File: src/rtl/frs_pkg.sv
package frs_pkg;

  // default geometry
  localparam int ADC_BITS_DEF  = 10;
  localparam int DIST_BITS_DEF = 12;

  // queue depth between stages and on the result side (power of two)
  localparam int QDEPTH = 2;

  // configuration port
  localparam int CFG_IDX_W  = 3;
  localparam int CFG_DATA_W = 10;
  localparam int THR_W      = 10;
  localparam int LVL_W      = 4;

  typedef enum logic [CFG_IDX_W-1:0] {
    CFG_GAS_HIGH    = 3'd0,
    CFG_GAS_MID     = 3'd1,
    CFG_TEMP_HIGH   = 3'd2,
    CFG_TEMP_MID    = 3'd3,
    CFG_TEMP_LOW    = 3'd4,
    CFG_ALARM_LEVEL = 3'd5,
    CFG_WARN_LEVEL  = 3'd6
  } cfg_idx_t;

  localparam logic [THR_W-1:0] GAS_HIGH_RST  = 10'd100;
  localparam logic [THR_W-1:0] GAS_MID_RST   = 10'd50;
  localparam logic [THR_W-1:0] TEMP_HIGH_RST = 10'd50;
  localparam logic [THR_W-1:0] TEMP_MID_RST  = 10'd30;
  localparam logic [THR_W-1:0] TEMP_LOW_RST  = 10'd10;
  localparam logic [LVL_W-1:0] ALARM_LVL_RST = 4'd4;
  localparam logic [LVL_W-1:0] WARN_LVL_RST  = 4'd3;

  // one result word
  typedef struct packed {
    logic [1:0]       flame_level;
    logic [1:0]       gas_level;
    logic [1:0]       temp_level;
    logic [LVL_W-1:0] severity_sum;
    logic             alarm;
    logic             warning;
    logic             occupied_now;
    logic             presence_now;
  } res_t;

  localparam int RES_W = $bits(res_t);

endpackage

File: src/rtl/frs_fifo.sv
module frs_fifo #(
  parameter int W     = 8,
  parameter int DEPTH = 2
) (
  input  logic         clk,
  input  logic         rst_n,
  input  logic         push,
  input  logic [W-1:0] din,
  output logic         full,
  input  logic         pop,
  output logic [W-1:0] dout,
  output logic         empty
);
  // DEPTH must be a power of two so pointers wrap on their own
  localparam int PW = (DEPTH > 1) ? $clog2(DEPTH) : 1;
  localparam int CW = $clog2(DEPTH + 1);

  logic [W-1:0]  mem_r [DEPTH];
  logic [PW-1:0] wp_r, rp_r;
  logic [CW-1:0] cnt_r;
  logic          do_push, do_pop;

  assign full    = (cnt_r == CW'(DEPTH));
  assign empty   = (cnt_r == '0);
  assign do_push = push && !full;
  assign do_pop  = pop && !empty;
  assign dout    = mem_r[rp_r];

  always_ff @(posedge clk) begin
    if (do_push) begin
      mem_r[wp_r] <= din;
    end
  end

  always_ff @(posedge clk) begin
    if (!rst_n) begin
      wp_r  <= '0;
      rp_r  <= '0;
      cnt_r <= '0;
    end else begin
      if (do_push) wp_r <= wp_r + 1'b1;
      if (do_pop)  rp_r <= rp_r + 1'b1;
      case ({do_push, do_pop})
        2'b10:   cnt_r <= cnt_r + 1'b1;
        2'b01:   cnt_r <= cnt_r - 1'b1;
        default: cnt_r <= cnt_r;
      endcase
    end
  end

endmodule

File: src/rtl/frs_front.sv
module frs_front #(
  parameter int ADC_BITS  = 10,
  parameter int DIST_BITS = 12
) (
  input  logic                   clk,
  input  logic                   rst_n,
  input  logic                   push,
  output logic                   full,
  input  logic                   in_func,
  input  logic [ADC_BITS-1:0]    in_flame_sample,
  input  logic [ADC_BITS-1:0]    in_gas_sample,
  input  logic [ADC_BITS-1:0]    in_temp_sample,
  input  logic [DIST_BITS-1:0]   in_distance_cm,
  input  logic                   in_card_seen,
  input  logic                   mid_full,
  output logic                   mid_push,
  output logic [5*ADC_BITS+16:0] mid_rec
);
  import frs_pkg::*;

  localparam int A  = ADC_BITS;
  localparam int D  = DIST_BITS;
  localparam int SW = A + 4;   // signed working width

  // channel 0 flame, 1 gas, 2 temperature
  logic [A:0]   cmn_r [3];
  logic [A:0]   cmx_r [3];
  logic [A:0]   cmn_nxt [3];
  logic [A:0]   cmx_nxt [3];
  logic [A-1:0] smp [3];
  logic [D-1:0] dmin_r, dmax_r, dmin_nxt, dmax_nxt;
  logic [D:0]   dsum;
  logic [D-1:0] dmid;
  logic         occ_r, pres_r, occ_nxt, pres_nxt;
  logic         accept;

  logic signed [SW-1:0] mn_s [3];
  logic signed [SW-1:0] mx_s [3];
  logic signed [SW-1:0] v_s  [3];
  logic signed [SW-1:0] f_full, g_full, t_full, rf_full, rg_full;

  assign accept   = push && !mid_full;
  assign full     = mid_full;
  assign mid_push = accept;

  assign smp[0] = in_flame_sample;
  assign smp[1] = in_gas_sample;
  assign smp[2] = in_temp_sample;

  always_comb begin
    for (int k = 0; k < 3; k++) begin
      cmn_nxt[k] = cmn_r[k];
      cmx_nxt[k] = cmx_r[k];
      if (!in_func && ({1'b0, smp[k]} < cmn_r[k])) cmn_nxt[k] = {1'b0, smp[k]};
      if (!in_func && ({1'b0, smp[k]} > cmx_r[k])) cmx_nxt[k] = {1'b0, smp[k]};
      mn_s[k] = $signed({3'b000, cmn_r[k]});
      mx_s[k] = $signed({3'b000, cmx_r[k]});
      v_s[k]  = $signed({4'b0000, smp[k]});
    end
  end

  always_comb begin
    dmin_nxt = dmin_r;
    dmax_nxt = dmax_r;
    if (!in_func && (in_distance_cm < dmin_r)) dmin_nxt = in_distance_cm;
    if (!in_func && (in_distance_cm > dmax_r)) dmax_nxt = in_distance_cm;
  end

  // occupancy toggles first, presence then copies the new value
  assign dsum     = {1'b0, dmin_r} + {1'b0, dmax_r};
  assign dmid     = dsum[D:1];
  assign occ_nxt  = occ_r ^ (in_func & in_card_seen);
  assign pres_nxt = (in_func && (in_distance_cm < dmid)) ? occ_nxt : pres_r;

  // grading terms from the calibrated bounds (monitor words never move them)
  assign f_full  = (mn_s[0] + mx_s[0] - (v_s[0] <<< 1)) <<< 1;
  assign rf_full = mx_s[0] - mn_s[0];
  assign g_full  = (v_s[1] <<< 1) - mn_s[1] - mx_s[1];
  assign rg_full = mx_s[1] - mn_s[1];
  assign t_full  = (v_s[2] <<< 1) - mn_s[2] - mx_s[2];

  assign mid_rec = {in_func, occ_nxt, pres_nxt,
                    f_full,
                    rf_full[A+1:0],
                    g_full[A+2:0],
                    rg_full[A+1:0],
                    t_full[A+2:0]};

  always_ff @(posedge clk) begin
    if (!rst_n) begin
      for (int k = 0; k < 3; k++) begin
        cmn_r[k] <= (A+1)'(1) << A;
        cmx_r[k] <= '0;
      end
      dmin_r <= '1;
      dmax_r <= '0;
      occ_r  <= 1'b0;
      pres_r <= 1'b0;
    end else if (accept) begin
      for (int k = 0; k < 3; k++) begin
        cmn_r[k] <= cmn_nxt[k];
        cmx_r[k] <= cmx_nxt[k];
      end
      dmin_r <= dmin_nxt;
      dmax_r <= dmax_nxt;
      occ_r  <= occ_nxt;
      pres_r <= pres_nxt;
    end
  end

endmodule

File: src/rtl/frs_back.sv
module frs_back #(
  parameter int ADC_BITS = 10
) (
  input  logic                               clk,
  input  logic                               rst_n,
  input  logic                               cfg_we,
  input  logic [frs_pkg::CFG_IDX_W-1:0]      cfg_idx,
  input  logic [frs_pkg::CFG_DATA_W-1:0]     cfg_data,
  input  logic                               mid_empty,
  input  logic [5*ADC_BITS+16:0]             mid_rec,
  output logic                               mid_pop,
  input  logic                               res_full,
  output logic                               res_push,
  output frs_pkg::res_t                      res
);
  import frs_pkg::*;

  localparam int A     = ADC_BITS;
  localparam int REC_W = 5*A + 17;
  localparam int FW    = A + 4;
  localparam int RW    = A + 2;
  localparam int GW    = A + 3;
  localparam int C     = A + 6;   // compare width

  logic [THR_W-1:0] gas_high_r, gas_mid_r, temp_high_r, temp_mid_r, temp_low_r;
  logic [LVL_W-1:0] alarm_lvl_r, warn_lvl_r;

  logic              mon, occ, pres;
  logic [FW-1:0]     f_raw;
  logic [RW-1:0]     rf_raw, rg_raw;
  logic [GW-1:0]     g_raw, t_raw;
  logic signed [C-1:0] f, rf, g, rg, t;
  logic signed [C-1:0] rf4, rf5, rf6, rg2;
  logic signed [C-1:0] gh2, gm2, th2, tm2, tl2;
  logic [1:0]        lf, lg, lt;
  logic [LVL_W-1:0]  sum;

  // configuration writes
  always_ff @(posedge clk) begin
    if (!rst_n) begin
      gas_high_r  <= GAS_HIGH_RST;
      gas_mid_r   <= GAS_MID_RST;
      temp_high_r <= TEMP_HIGH_RST;
      temp_mid_r  <= TEMP_MID_RST;
      temp_low_r  <= TEMP_LOW_RST;
      alarm_lvl_r <= ALARM_LVL_RST;
      warn_lvl_r  <= WARN_LVL_RST;
    end else if (cfg_we) begin
      case (cfg_idx)
        CFG_GAS_HIGH:    gas_high_r  <= cfg_data[THR_W-1:0];
        CFG_GAS_MID:     gas_mid_r   <= cfg_data[THR_W-1:0];
        CFG_TEMP_HIGH:   temp_high_r <= cfg_data[THR_W-1:0];
        CFG_TEMP_MID:    temp_mid_r  <= cfg_data[THR_W-1:0];
        CFG_TEMP_LOW:    temp_low_r  <= cfg_data[THR_W-1:0];
        CFG_ALARM_LEVEL: alarm_lvl_r <= cfg_data[LVL_W-1:0];
        CFG_WARN_LEVEL:  warn_lvl_r  <= cfg_data[LVL_W-1:0];
        default: ;
      endcase
    end
  end

  // record unpack
  assign mon    = mid_rec[REC_W-1];
  assign occ    = mid_rec[REC_W-2];
  assign pres   = mid_rec[REC_W-3];
  assign f_raw  = mid_rec[2*GW+2*RW+FW-1 : 2*GW+2*RW];
  assign rf_raw = mid_rec[2*GW+2*RW-1 : 2*GW+RW];
  assign g_raw  = mid_rec[2*GW+RW-1 : GW+RW];
  assign rg_raw = mid_rec[GW+RW-1 : GW];
  assign t_raw  = mid_rec[GW-1:0];

  assign f  = $signed({{(C-FW){f_raw[FW-1]}}, f_raw});
  assign rf = $signed({{(C-RW){rf_raw[RW-1]}}, rf_raw});
  assign g  = $signed({{(C-GW){g_raw[GW-1]}}, g_raw});
  assign rg = $signed({{(C-RW){rg_raw[RW-1]}}, rg_raw});
  assign t  = $signed({{(C-GW){t_raw[GW-1]}}, t_raw});

  assign rf4 = rf <<< 2;
  assign rf5 = rf4 + rf;
  assign rf6 = rf4 + (rf <<< 1);
  assign rg2 = rg <<< 1;

  assign gh2 = $signed({{(C-THR_W-1){1'b0}}, gas_high_r,  1'b0});
  assign gm2 = $signed({{(C-THR_W-1){1'b0}}, gas_mid_r,   1'b0});
  assign th2 = $signed({{(C-THR_W-1){1'b0}}, temp_high_r, 1'b0});
  assign tm2 = $signed({{(C-THR_W-1){1'b0}}, temp_mid_r,  1'b0});
  assign tl2 = $signed({{(C-THR_W-1){1'b0}}, temp_low_r,  1'b0});

  always_comb begin
    if      (f > rf6) lf = 2'd3;
    else if (f > rf5) lf = 2'd2;
    else if (f > rf4) lf = 2'd1;
    else              lf = 2'd0;

    if      (g > gh2) lg = 2'd3;
    else if (g > gm2) lg = 2'd2;
    else if (g > rg2) lg = 2'd1;
    else              lg = 2'd0;

    if      (t > th2) lt = 2'd3;
    else if (t > tm2) lt = 2'd2;
    else if (t > tl2) lt = 2'd1;
    else              lt = 2'd0;
  end

  assign sum = {2'b00, lf} + {2'b00, lg} + {2'b00, lt};

  always_comb begin
    res.occupied_now = occ;
    res.presence_now = pres;
    if (mon) begin
      res.flame_level  = lf;
      res.gas_level    = lg;
      res.temp_level   = lt;
      res.severity_sum = sum;
      res.alarm        = (sum >= alarm_lvl_r) && occ && pres;
      res.warning      = (sum >= warn_lvl_r) && (sum < alarm_lvl_r);
    end else begin
      res.flame_level  = 2'd0;
      res.gas_level    = 2'd0;
      res.temp_level   = 2'd0;
      res.severity_sum = '0;
      res.alarm        = 1'b0;
      res.warning      = 1'b0;
    end
  end

  assign mid_pop  = !mid_empty && !res_full;
  assign res_push = mid_pop;

endmodule

File: src/rtl/fire_risk_sensor_scorer.sv
// Path: an accepted word goes through the front queue, then the grading logic, into the result
//   queue, where it shows on the result ports; it is held back only while pop is held low.
// Throughput: one word per cycle while neither queue is full; the two-entry queues on either
//   side of the grading logic keep push and pop independent.
// Reset (rst_n low, synchronous): queues empty, calibration bounds back to their
//   uncalibrated values, occupancy and presence cleared, thresholds to defaults.
module fire_risk_sensor_scorer #(
  parameter int ADC_BITS  = frs_pkg::ADC_BITS_DEF,
  parameter int DIST_BITS = frs_pkg::DIST_BITS_DEF
) (
  input  logic                           clk,
  input  logic                           rst_n,
  // input side
  input  logic                           push,
  output logic                           full,
  input  logic                           in_func,
  input  logic [ADC_BITS-1:0]            in_flame_sample,
  input  logic [ADC_BITS-1:0]            in_gas_sample,
  input  logic [ADC_BITS-1:0]            in_temp_sample,
  input  logic [DIST_BITS-1:0]           in_distance_cm,
  input  logic                           in_card_seen,
  // result side
  output logic                           empty,
  input  logic                           pop,
  output logic [1:0]                     out_flame_level,
  output logic [1:0]                     out_gas_level,
  output logic [1:0]                     out_temp_level,
  output logic [frs_pkg::LVL_W-1:0]      out_severity_sum,
  output logic                           out_alarm,
  output logic                           out_warning,
  output logic                           out_occupied_now,
  output logic                           out_presence_now,
  // configuration
  input  logic                           cfg_we,
  input  logic [frs_pkg::CFG_IDX_W-1:0]  cfg_idx,
  input  logic [frs_pkg::CFG_DATA_W-1:0] cfg_data
);
  import frs_pkg::*;

  localparam int REC_W = 5*ADC_BITS + 17;

  // front -> mid queue
  logic             mid_push, mid_full, mid_pop, mid_empty;
  logic [REC_W-1:0] front_rec, mid_rec;

  // back -> result queue
  logic             res_push, res_full;
  res_t             res_in, res_out;

  // Front: takes words, owns the calibration bounds and the occupancy/presence
  // flags, and forms the doubled grading terms against the current bounds.
  frs_front #(
    .ADC_BITS  (ADC_BITS),
    .DIST_BITS (DIST_BITS)
  ) u_front (
    .clk             (clk),
    .rst_n           (rst_n),
    .push            (push),
    .full            (full),
    .in_func         (in_func),
    .in_flame_sample (in_flame_sample),
    .in_gas_sample   (in_gas_sample),
    .in_temp_sample  (in_temp_sample),
    .in_distance_cm  (in_distance_cm),
    .in_card_seen    (in_card_seen),
    .mid_full        (mid_full),
    .mid_push        (mid_push),
    .mid_rec         (front_rec)
  );

  frs_fifo #(
    .W     (REC_W),
    .DEPTH (QDEPTH)
  ) u_mid_q (
    .clk   (clk),
    .rst_n (rst_n),
    .push  (mid_push),
    .din   (front_rec),
    .full  (mid_full),
    .pop   (mid_pop),
    .dout  (mid_rec),
    .empty (mid_empty)
  );

  // Back: holds the thresholds, grades the three channels, sums and decides
  // alarm / warning. Moves one word whenever the mid queue holds one and the result queue has room.
  frs_back #(
    .ADC_BITS (ADC_BITS)
  ) u_back (
    .clk       (clk),
    .rst_n     (rst_n),
    .cfg_we    (cfg_we),
    .cfg_idx   (cfg_idx),
    .cfg_data  (cfg_data),
    .mid_empty (mid_empty),
    .mid_rec   (mid_rec),
    .mid_pop   (mid_pop),
    .res_full  (res_full),
    .res_push  (res_push),
    .res       (res_in)
  );

  frs_fifo #(
    .W     (RES_W),
    .DEPTH (QDEPTH)
  ) u_res_q (
    .clk   (clk),
    .rst_n (rst_n),
    .push  (res_push),
    .din   (res_in),
    .full  (res_full),
    .pop   (pop),
    .dout  (res_out),
    .empty (empty)
  );

  assign out_flame_level  = res_out.flame_level;
  assign out_gas_level    = res_out.gas_level;
  assign out_temp_level   = res_out.temp_level;
  assign out_severity_sum = res_out.severity_sum;
  assign out_alarm        = res_out.alarm;
  assign out_warning      = res_out.warning;
  assign out_occupied_now = res_out.occupied_now;
  assign out_presence_now = res_out.presence_now;

endmodule

File: config.mk
export PLATFORM = sky130hd
export DESIGN_NAME = fire_risk_sensor_scorer
export DESIGN_NICKNAME = d
export VERILOG_FILES = /design/src/rtl/frs_pkg.sv /design/src/rtl/frs_fifo.sv /design/src/rtl/frs_front.sv /design/src/rtl/frs_back.sv /design/src/rtl/fire_risk_sensor_scorer.sv
export SDC_FILE = /design/constraint.sdc
export NUM_CORES = 1
export LEC_CHECK = 0
export BUFFER_PORTS_ARGS = -buffer_cell sky130_fd_sc_hd__buf_2
export CAP_MARGIN = 20
export CORE_MARGIN = 5
export CORE_UTILIZATION = 57
export CTS_CLUSTER_DIAMETER = 200
export DETAILED_ROUTE_END_ITERATION = 6
export PLACE_DENSITY = 0.77
export SYNTH_ARGS = -nofsm -noshare
export SYNTH_HDL_FRONTEND = slang
export SYNTH_SLANG_ARGS = --single-unit
File: constraint.sdc
create_clock -name clk -period 7.4 [get_ports clk]
set_clock_uncertainty 0.2 [all_clocks]
set_input_delay 0 -clock clk [delete_from_list [all_inputs] [get_ports clk]]
set_output_delay 0 -clock clk [all_outputs]
set_load 0.05 [all_outputs]
Word level (Yosys, flattened, before mapping) --
Memories as Yosys holds them, arrays and structs flattened. A register that Yosys moved wholly into a read port is not among the register bits. Index checks and enable logic that the tools add are counted.
Word-level totals: bits in registers 92, bits in latches 0, RAM bits 226, memory bits (read-only) 0, input bits 62, output and inout bits 16, word-level logic and storage cells 157, memories 4
Memory list:
- u_mid_q.mem_r | depth 2, bits a word 66, read ports 1, clocked after memory_dff 1, wr ports 1, RTL line frs_fifo.sv:18 | logic [W-1:0] mem_r [DEPTH];
- u_front.cmn_r | depth 3, bits a word 11, read ports 3, clocked after memory_dff 0, wr ports 3, RTL line frs_front.sv:26 | logic [A:0] cmn_r [3];
- u_front.cmx_r | depth 3, bits a word 11, read ports 3, clocked after memory_dff 0, wr ports 3, RTL line frs_front.sv:27 | logic [A:0] cmx_r [3];
- u_res_q.mem_r | depth 2, bits a word 14, read ports 1, clocked after memory_dff 1, wr ports 1, RTL line frs_fifo.sv:18
Operators by class: $add $sub $neg 21, $mul 0, div/mod/pow operators 0, $lt $le $gt $ge 21, equality and inequality tests 12, shift operators 0, mux-type cells 37, bitwise logic cells 8, reductions and logical operators 37
Operator list (count):
- $mux W11 | 12
- $gt A13 B12 Y1 | 5
- $sub A11 B11 Y12 | 4
- $sub A13 B12 Y13 | 3
- $gt A10 B11 Y1 | 3
- $lt A10 B11 Y1 | 3
- $gt A14 B15 Y1 | 2
- $lt A12 B12 Y1 | 2
- $logic_and A1 B1 Y1 | 18
- $reduce_and A2 Y1 | 9
- $mux W1 | 16
- $add A14 B12 Y15 | 1
- $add A14 B13 Y15 | 1
- $gt A14 B14 Y1 | 1
- $add A12 B12 Y13 | 1
- $gt A13 B13 Y1 | 1
- $add A11 B11 Y12 | 1
- $gt A12 B12 Y1 | 1
- $mux W12 | 1
- $mux W2 | 6
- $eq A3 B3 Y1 const B | 3
- $eq A2 B2 Y1 const B | 4
- $ge A4 B4 Y1 | 2
- $pmux W2 S2 | 2
- other kinds (16) | 34

Longest topological paths before layout --
Gate-level depths: netlist (run 1).
depth in word-level cells 10, depth in mapped cells 31

Cells and area by module --
From an unflattened synthesis (run 1), not the netlist that was laid out.
Unflattened totals: cell total of the unflattened synthesis 2089, area, all modules 21570.7 µm²
Modules (own cells, without submodules):
- frs_front | times used 1, cells each 1037, area each 9325.2 µm²
- frs_back | times used 1, cells each 749, area each 5948.2 µm²
- frs_fifo (u_mid_q) | times used 1, cells each 234, area each 5057.4 µm²
- frs_fifo (u_res_q) | times used 1, cells each 69, area each 1239.9 µm²

Worst setup path after synthesis (run 1) --
No wires, ideal clock.
kind reg2reg, start register (tool-made name), end memory u_res_q.mem_r[0][2] (netlist bit), data pin, data arrival time 6.810 ns, data required time 7.024 ns, setup slack 0.214 ns, stages on the path, launching flop included 32, period minus slack after synthesis 7.186 ns, path through dfxtp_1 > buf_2 > buf_1 > buf_2 > mux2i_1 > inv_1 > ha_1 > fa_1 > a21o_1 > a21oi_1 > o211ai_1 > a31o_2 > a21oi_1 > xor2_1 > ha_1 > nand4_2 > nor4_4 > a21oi_2 > o21ai_1 > a31oi_1 > o41ai_1 > ha_1 > inv_1 > fa_1 > inv_1 > fa_1 > ha_1 > nor2b_1 > o21ai_0 > nand2b_1 > a21oi_1 > nor3b_1
RTL lines (RTL line):
- end: declaration | frs_fifo.sv:18

==> run_results.csv, run 1 <==
group,metric,value,unit
finish,n_fill_cell,2735,
floorplan,die_area,41300,um^2
sta,fin_crit,6910,ps
finish,post-route-util,0.661,
synth,synth_area_per_cell,10.3,um^2
clock_network,cts_buffer_depth,3,
setup_path,reg2reg_slack,490,ps
place,place_hpwl,36000,um
synth,async_reset_ff_frac,0,
floorplan,rows,70,
setup_path,path_buf_inv,3,
floorplan,core,36700,um^2
place,place_area,22200,um^2
pwr,p_total,9.53,mW
setup_path,cp_slowest_cell,"fa_1",
sta,timing.fmax,0.145,GHz
floorplan,pin_count,78,
setup_path,startpoint_type,"flop",
floorplan,die_h,203,um
synth,synthCells,2072,
drt,wire_per_inst,17.6,um
synth,synth-edff-count,219,
min_path,hp-class,"primary input to flop",
setup_path,reg2regPathDepth,27,
clock_network,cts_max_level,2,
pwr,p_switching,3.80,mW
floorplan,die_w,203,um
synth,ys_seq_area_frac,0.398,
sta,period_share,0.933,
finish,area_delta_synth_final,14.0,%
synth,ys.flop_type,"edfxtp_1",
pwr,internal-power,5.73,mW
clock_network,cts_setup_buffers,0,
sta,setup_violations,0,
place,routabilityCongestion,0.906,
synth,synth_area_leader_cell,"edfxtp_1",
drt,wl,48200,um
finish,drive_above_1_share,0.0966,
finish,final_cell_mix,"317 x ha_1, 222 x inv_1, 219 x edfxtp_1",
setup_path,arrival,7070,ps
global_routing,grt_max_degree,94,
pwr,power_density,393,nW/um^2
drt,drt_iter0_markers,889,
setup_path,r2r_end,"u_res_q.mem_r[1][2]",
clock_network,cts.sinks,313,
drt,num_vias,15760,
global_routing,grt_pass1_wl,79100,um
place,numPortBuffers,77,
sta,worst_pin_slew,1310,ps
job,cap_violations,0,
drt,via_per_inst,5.76,
floorplan,initial_utilization,0.580,
place,dp_cells,2591,
finish,nets,2634,
run_status,status,"complete, no violations",
global_routing,grt-ovfl-total,0,
setup_path,end_kind,"flop",
min_path,holdPathStages,4,
clock_network,cts_buffers,35,
pwr,p_comb_frac,0.531,
pwr,clock_power_share,0.195,
global_routing,grt_pass1_vias,16023,
pwr,switching_share,0.399,
global_routing,antenna_found_initial,0,
drt,drtPass1Iterations,5,
pwr,seqPwrFrac,0.273,
clock_network,root_buffer,"clkbuf_16",
finish,stdcell_count,2736,
synth,synthTopCellsByArea,"edfxtp_1 31%, ha_1 19%, dfxtp_1 8.8%, inv_1 3.9%, nand2_1 3.1%",
finish,antennaDiodeCount,0,
setup_path,crit_family,"adder cells",
clock_network,clk_latency,540,ps
drt,ant_nets,0,
clock_network,clk_pin_slew,60,ps
pwr,ir_drop,228,uV
clock_network,cts_tree,"yes",
setup_path,crit_type,"flop to flop",
synth,ys_seq_elements,313,
setup_path,critPathRequiredTime,7560,ps
min_path,hold_start,"in_distance_cm[11]",
setup_path,crit_fanout,11,
min_path,hold_end,"u_front.dmax_r[11]",
finish,mostFrequentLayoutCell,"ha_1",
global_routing,grt_usage,0.231,
drt,route.detailed.drc,0,
finish,final_cell_area,24300,um^2
synth,synth.distinct_cells,76,
setup_path,cpMostUsedCell,"ha_1",
sta,hold_violations,0,
synth,syn-num-nets,2464,
sta,slew_headroom,0.107,
synth,yosys_warnings,0,
pwr,p_leak,10.3,nW
sta,slew_violations,0,
synth,syn_area,21300,um^2
synth,post-synth-top-area-fraction,0.309,
setup_path,max_stage_delay,510,ps
[worst max-delay path by stage]
stage / cells after the start / endpoint / start
global placement: 26 / u_res_q.mem_r[0][2] / flop
CTS: 26 / u_res_q.mem_r[1][2] / flop
floorplan: 31 / u_res_q.mem_r[0][2] / flop
finish: 27 / u_res_q.mem_r[1][2] / flop
detailed placement: 28 / u_res_q.mem_r[1][2] / flop
global route: 27 / u_res_q.mem_r[1][2] / flop
[routing by layer]
metal	wire [um]	track usage
met1	21800	0.311
met5	0	0
met2	22800	0.390
met4	1240	0.0694
met3	2300	0.0370
[registers in the layout, indices dropped and copies added (netlist names), 2 cells and up, named ones only]
register and flops:
u_back.temp_mid_r 10, u_front.dmax_r 12, u_front.dmin_r 12, u_res_q.mem_r 28, u_back.temp_low_r 10, u_front.cmx_r 30
u_back.temp_high_r 10, u_back.gas_high_r 10, u_back.alarm_lvl_r 4, u_front.cmn_r 33, u_mid_q.mem_r 128, u_res_q.cnt_r 2
u_back.gas_mid_r 10, u_mid_q.cnt_r 2, u_back.warn_lvl_r 4
[repair_timing]
item / 4_1_cts / 5_1_grt
gates resized for setup: 0 / 4
hold endpoints to repair: 203 / 0
hold buffers: 82 / 0
endpoints found under the setup margin: 0 / 4
[logic make-up after synthesis]
kind of cell | synth area share
and+or+nand+nor | 0.124
AOI/OAI and AO/OA | 0.136
buffers and inverters | 0.0470
muxes | 0.0556
adders and majority gates | 0.199
xor gates and xnor gates | 0.0412
DFF | 0.398
[through the flow]
stage	hold slack (ps)	setup TNS [ps]	worst slack [ps]
after global placement	101	0	502
after detailed placement	119	0	346
after global routing	136	-9.12	-7.92
after CTS	121	0	314
final	137	0	492
after floorplan	-101	0	214
[Yosys cell counts, types with 11 or more instances]
cell / number
nor2b_1: 74
a21o_1: 51
a211oi_1: 14
xnor2_1: 66
a2111oi_0: 13
xor2_1: 34
a21oi_1: 101
nand2_1: 175
fa_1: 13
edfxtp_1: 219
nor3_1: 22
mux2_2: 50
o211ai_1: 27
nand3_1: 23
dfxtp_1: 94
and2_1: 36
o21a_1: 22
ha_1: 317
clkbuf_1: 26
inv_1: 222
a21boi_0: 42
mux2i_1: 62
nand2b_1: 29
nor2_1: 73
a31oi_1: 11
nand4_1: 35
o21ai_0: 85
[area by class of cell]
| class | instances | area [um^2] | share of cell area |
|---|---|---|---|
| Timing Repair Buffer | 170 | 1290 | 0.0532 |
| Multi-Input combinational cell | 1498 | 11800 | 0.488 |
| Inverter | 224 | 841 | 0.0347 |
| Clock inverter | 23 | 297 | 0.0122 |
| Clock buffer | 40 | 937 | 0.0386 |
| Sequential cell | 313 | 8460 | 0.349 |
| Tap cell | 468 | 586 | 0.0241 |
[worst reg2reg max path: cells and delay by family, from the launching register on]
| family | cells | cell delay, ps |
|---|---|---|
| AOI/OAI and AO/OA | 9 | 1580 |
| muxes | 1 | 410 |
| and+or+nand+nor | 6 | 1200 |
| DFF | 1 | 460 |
| buffers and inverters | 3 | 340 |
| adders and majority gates | 7 | 2480 |
| xor gates and xnor gates | 1 | 100 |
[power by group through the flow]
stage | clock (mW) | combinational, mW | sequential [mW]
CTS | 1.90 | 5.00 | 2.61
detailed placement | 0 | 4.92 | 2.64
finish | 1.86 | 5.07 | 2.61
floorplan | 0 | 3.77 | 2.59
global route | 1.97 | 5.66 | 2.64
global placement | 0 | 4.66 | 2.62
No activity file was read; power rests on OpenSTA's default activity.
==> inputs of run 2 (changes only) <==
Settings changed: ABC_AREA set to 0, CORE_MARGIN 5 to not set, RECOVER_POWER set to 50.
==> run_results.csv, run 2 (synthesized netlist as in run 1, its figures left out) <==
group,metric,value,unit
sta,period_share,0.943,
sta,hold_violations,0,
global_routing,antenna_found_initial,0,
clock_network,clk_latency,540,ps
setup_path,reg2reg_slack,420,ps
pwr,power_density,389,nW/um^2
min_path,hold_start,"in_distance_cm[0]",
run_status,violations,"capacitance limit, slew limit",
place,numPortBuffers,77,
floorplan,rows,70,
finish,top_register,"u_mid_q.mem_r",
sta,setup-tns-final,0,ps
drt,via_per_inst,5.82,
place,place_hpwl,36000,um
global_routing,grt_max_degree,78,
setup_path,cp_slowest_cell,"fa_1",
min_path,hold_end,"u_front.dmax_r[0]",
sta,slew_headroom,-1.46,
setup_path,end_kind,"flop",
drt,ant_nets,0,
drt,wire_per_inst,17.7,um
finish,largest_reg_flops,128,
drt,num_vias,15870,
finish,multi_input_area,11800,um^2
job,cap_violations,2,
global_routing,grt-ovfl-total,0,
setup_path,reg2regPathDepth,28,
clock_network,cts_buffer_depth,3,
global_routing,grt_pass1_wl,78900,um
sta,timing.fmax,0.143,GHz
global_routing,grt_pass1_vias,15845,
finish,antennaDiodeCount,0,
finish,drive_above_1_share,0.0824,
finish,final_cell_mix,"317 x ha_1, 223 x inv_1, 219 x edfxtp_1",
global_routing,grt_usage,0.256,
clock_network,cts_buffers,35,
setup_path,r2r_end,"u_res_q.mem_r[0][2]",
setup_path,crit_type,"flop to flop",
floorplan,die_w,195,um
place,place_area,22200,um^2
drt,route.detailed.drc,0,
sta,setup_violations,0,
clock_network,cts.sinks,313,
setup_path,arrival,7120,ps
pwr,p_leak,10.0,nW
floorplan,pin_count,78,
place,routabilityCongestion,0.953,
drt,wl,48200,um
setup_path,critPathRequiredTime,7540,ps
floorplan,die_h,195,um
clock_network,cts_max_level,2,
run_status,status,"finished with violations",
finish,ff_latch_area,8460,um^2
drt,drt_iter0_markers,1036,
min_path,holdPathStages,4,
clock_network,cts_tree,"yes",
pwr,ir_drop,216,uV
floorplan,initial_utilization,0.580,
floorplan,die_area,38100,um^2
finish,area_delta_synth_final,12.6,%
sta,worst_pin_slew,3690,ps
setup_path,max_stage_delay,500,ps
finish,final_cell_area,24000,um^2
setup_path,startpoint_type,"flop",
finish,reg_top3,"u_mid_q.mem_r x128, u_front.cmn_r x33, u_front.cmx_r x30",
min_path,hp-class,"primary input to flop",
finish,nets,2625,
floorplan,core,36700,um^2
finish,n_fill_cell,2757,
sta,slew_violations,118,
finish,mostFrequentLayoutCell,"ha_1",
clock_network,root_buffer,"clkbuf_16",
place,dp_slack,284,ps
setup_path,crit_fanout,8,
setup_path,cpMostUsedCell,"ha_1",
sta,fin_crit,6980,ps
sta,fin_ws,419,ps
clock_network,clk_pin_slew,70,ps
drt,drtPass1Iterations,5,
run 2: cell types whose count changed in the layout (fill, tap and decap cells not counted), sizes merged:
cell         before  now
clkinv           15   10
clkbuf           40   66
clkinvlp          1    4
bufinv            7    2
inv             224  227
buf              88   67
dlygate4sd3      82   71
run 2: metrics by stage:
stage | hold WS (ps) | std cells | utilization | power, mW
after detailed placement | 110 | 2592 | 0.605 | 7.56
final | 126 | 2726 | 0.653 | 9.32
after global routing | 129 | 2726 | 0.653 | 10.0
after global placement | 96.3 | 2592 | 0.605 | 7.29
after floorplan | -101 | 2072 | - | 6.35
after CTS | 96.0 | 2725 | 0.653 | 9.27
run 2: critical path, delay by kind of cell (launching register included):
family,cells,cell delay (ps)
AND/OR/NAND/NOR,5,980
adder cells (fa/ha/maj),7,2500
AO/OA/AOI/OAI,11,2020
buffers and inverters,3,290
flip-flops,1,410
multiplexers,1,290
XOR/XNOR,1,90
run 2: final cells by class:
type	instances	area share
Sequential cell	313	0.353
Clock inverter	19	0.00679
Clock buffer	43	0.0378
Inverter	224	0.0351
Multi-Input combinational cell	1498	0.494
Tap cell	468	0.0244
Timing Repair Buffer	161	0.0484
run 2: worst max path at each step:
stage / to / slack (ps)
floorplan: u_res_q.mem_r[0][2] / 210
global placement: u_res_q.mem_r[0][2] / 570
detailed placement: u_res_q.mem_r[0][2] / 280
CTS: u_res_q.mem_r[0][2] / 260
global route: u_res_q.mem_r[0][2] / -4
finish: u_res_q.mem_r[0][2] / 420
run 2: per-layer routing:
metal / part of all wire / global-route usage / up-vias
li1: - / - / 7796
met1: 0.45 / 0.338 / 7587
met2: 0.48 / 0.432 / 401
met3: 0.048 / 0.0383 / 86
met4: 0.025 / 0.0770 / 0
met5: 0 / 0 / -
run 2: report_power, final:
part	switching, mW	internal, mW	leakage (nW)
Sequential	0.135	2.48	2.87
Combinational	2.97	2.08	6.66
Clock	0.700	0.947	0.509
Total	3.81	5.51	10.0
run 2: repair_timing:
action | CTS | global route
buffers inserted | 0 | 1
gates resized for setup | 0 | 4
hold endpoints to repair | 223 | 0
endpoints found under the setup margin | 0 | 4
hold buffers | 71 | 0
==> inputs of run 3 (changes only) <==
Settings changed: CAP_MARGIN 20 to not set, CORE_ASPECT_RATIO set to 0.5, SLEW_MARGIN set to 20.
==> run_results.csv, run 3 (synthesized netlist as in run 1, its figures left out) <==
group,metric,value,unit
run_status,status,"finished with violations",
run_status,violations,"capacitance limit, slew limit",
clock_network,cts_max_level,1,
finish,mostFrequentLayoutCell,"ha_1",
global_routing,grt_max_degree,73,
min_path,hp-class,"primary input to flop",
pwr,internal-power,5.42,mW
sta,slew_violations,96,
pwr,clock_power_share,0.169,
setup_path,crit_fanout,8,
setup_path,reg2regPathDepth,26,
pwr,seqPwrFrac,0.286,
finish,final_cell_mix,"317 x ha_1, 223 x inv_1, 219 x edfxtp_1",
global_routing,antenna_found_initial,3,
place,routabilityCongestion,0.905,
pwr,switching_share,0.405,
sta,hold_slack,90.1,ps
pwr,p_leak,10.0,nW
global_routing,grt_pass1_vias,15450,
sta,setup-tns-final,0,ps
clock_network,cts_tree,"yes",
drt,drtPass1Iterations,5,
clock_network,root_buffer,"clkbuf_16",
sta,worst_pin_slew,3680,ps
setup_path,critPathRequiredTime,7600,ps
clock_network,cts_buffer_depth,3,
drt,ant_nets,0,
floorplan,die_w,275,um
global_routing,grt_usage,0.249,
pwr,p_switching,3.68,mW
sta,setup_violations,0,
floorplan,rows,49,
pwr,power_density,382,nW/um^2
floorplan,die_h,139,um
clock_network,clk_latency,560,ps
pwr,p_comb_frac,0.545,
clock_network,cts_setup_buffers,0,
setup_path,startpoint_type,"flop",
drt,route.detailed.drc,0,
global_routing,grt-ovfl-total,0,
drt,wl,47000,um
floorplan,die_area,38100,um^2
finish,nets,2616,
sta,period_share,0.936,
global_routing,grt_pass1_wl,76900,um
sta,slew_headroom,-1.46,
min_path,holdPathStages,4,
drt,via_per_inst,5.72,
drt,drt_iter0_markers,1013,
sta,timing.fmax,0.144,GHz
place,place_hpwl,35200,um
clock_network,cts.sinks,313,
sta,fin_crit,6930,ps
finish,reg_top3,"u_mid_q.mem_r x128, u_front.cmn_r x33, u_front.cmx_r x30",
finish,largest_reg_flops,128,
floorplan,core,36400,um^2
floorplan,initial_utilization,0.585,
pwr,ir_drop,224,uV
sta,hold_violations,0,
drt,wire_per_inst,17.2,um
clock_network,cts_buffers,28,
setup_path,crit_type,"flop to flop",
clock_network,clk_pin_slew,70,ps
floorplan,pin_count,78,
finish,drive_above_1_share,0.0828,
sta,rsz0062_at_grt,"no",
finish,area_delta_synth_final,12.2,%
place,numPortBuffers,77,
finish,top_register,"u_mid_q.mem_r",
drt,num_vias,15620,
setup_path,end_kind,"flop",
job,cap_violations,2,
setup_path,arrival,7130,ps
==> run 3: cell types whose count changed in the layout (fill, tap and decap cells not counted), sizes merged, moves of 2 or more <==
| cell | before | now |
|---|---|---|
| clkbuf | 66 | 55 |
| bufinv | 2 | 5 |
| clkinvlp | 4 | 2 |
| buf | 67 | 69 |
| inv | 227 | 223 |
==> run 3: final timing paths <==
| check | startpoint | end | slack, ps |
|---|---|---|---|
| worst max register to register | flop | u_res_q.mem_r[1][2] | 470 |
| worst max-delay path | flop | u_res_q.mem_r[1][2] | 470 |
| worst min register to register | u_back.temp_high_r[2] | u_back.temp_high_r[2] | 270 |
| worst min-delay path | in_distance_cm[7] | u_front.dmax_r[7] | 90 |
==> run 3: metal layers <==
| layer | global-route usage | wire length (um) | vias up |
|---|---|---|---|
| li1 | - | - | 7762 |
| met1 | 0.345 | 22100 | 7433 |
| met2 | 0.410 | 21400 | 328 |
| met3 | 0.0405 | 2320 | 95 |
| met4 | 0.0605 | 1140 | 2 |
| met5 | 0 | 13 | - |
==> run 3: stage by stage <==
| stage | total power [mW] | setup WS, ps | cells | area [um^2] | utilization |
|---|---|---|---|---|---|
| 4_1_cts | 9.09 | 218 | 2730 | 23900 | 0.657 |
| 2_1_floorplan | 6.35 | 214 | 2072 | 21300 | - |
| 6_report | 9.11 | 471 | 2731 | 23900 | 0.657 |
| 5_1_grt | 9.84 | 9.32 | 2731 | 23900 | 0.657 |
| 3_3_place_gp | 7.35 | 523 | 2608 | 22200 | 0.611 |
| 3_5_place_dp | 7.50 | 254 | 2608 | 22200 | 0.611 |
==> run 3: area by class of cell <==
cell class                 instances  area, um^2
clock inverter                    17         211
timing repair buffer             159        1150
inverter                         224         841
sequential                       313        8460
antenna                            1        2.50
multi-input combinational       1498       11900
clock buffer                      35         748
tap                              484         606
fill                            2762       12500
==> run 3: repair_timing <==
action                     4_1_cts  5_1_grt
hold buffers                    70        0
resized for setup                0        7
hold endpoints to repair       192        0
setup endpoints to repair        0        4
==> run 3: power by group through the flow <==
stage | logic, mW | registers (mW) | clock network, mW
2_1_floorplan | 3.77 | 2.59 | 0
3_3_place_gp | 4.73 | 2.62 | 0
3_5_place_dp | 4.86 | 2.64 | 0
4_1_cts | 4.93 | 2.60 | 1.56
5_1_grt | 5.57 | 2.64 | 1.62
6_report | 4.96 | 2.61 | 1.54
==> run 3: worst max-delay path, stage by stage, from the launching register on <==
cell and delay (ps):
dfxtp_4 440, mux2i_1 250, inv_1 150, ha_1 250
fa_1 410, a21o_1 190, a21oi_2 200, o211ai_1 150
a31o_2 250, a21oi_1 180, xor2_1 180, ha_1 280
a21o_1 170, a2111oi_0 400, a31oi_1 260, o41ai_2 420
ha_1 230, inv_1 60, fa_1 470, inv_1 70
fa_1 510, ha_1 310, nor2b_1 130, o21ai_0 150
nand2b_1 80, a21oi_1 170, nor3b_2 210
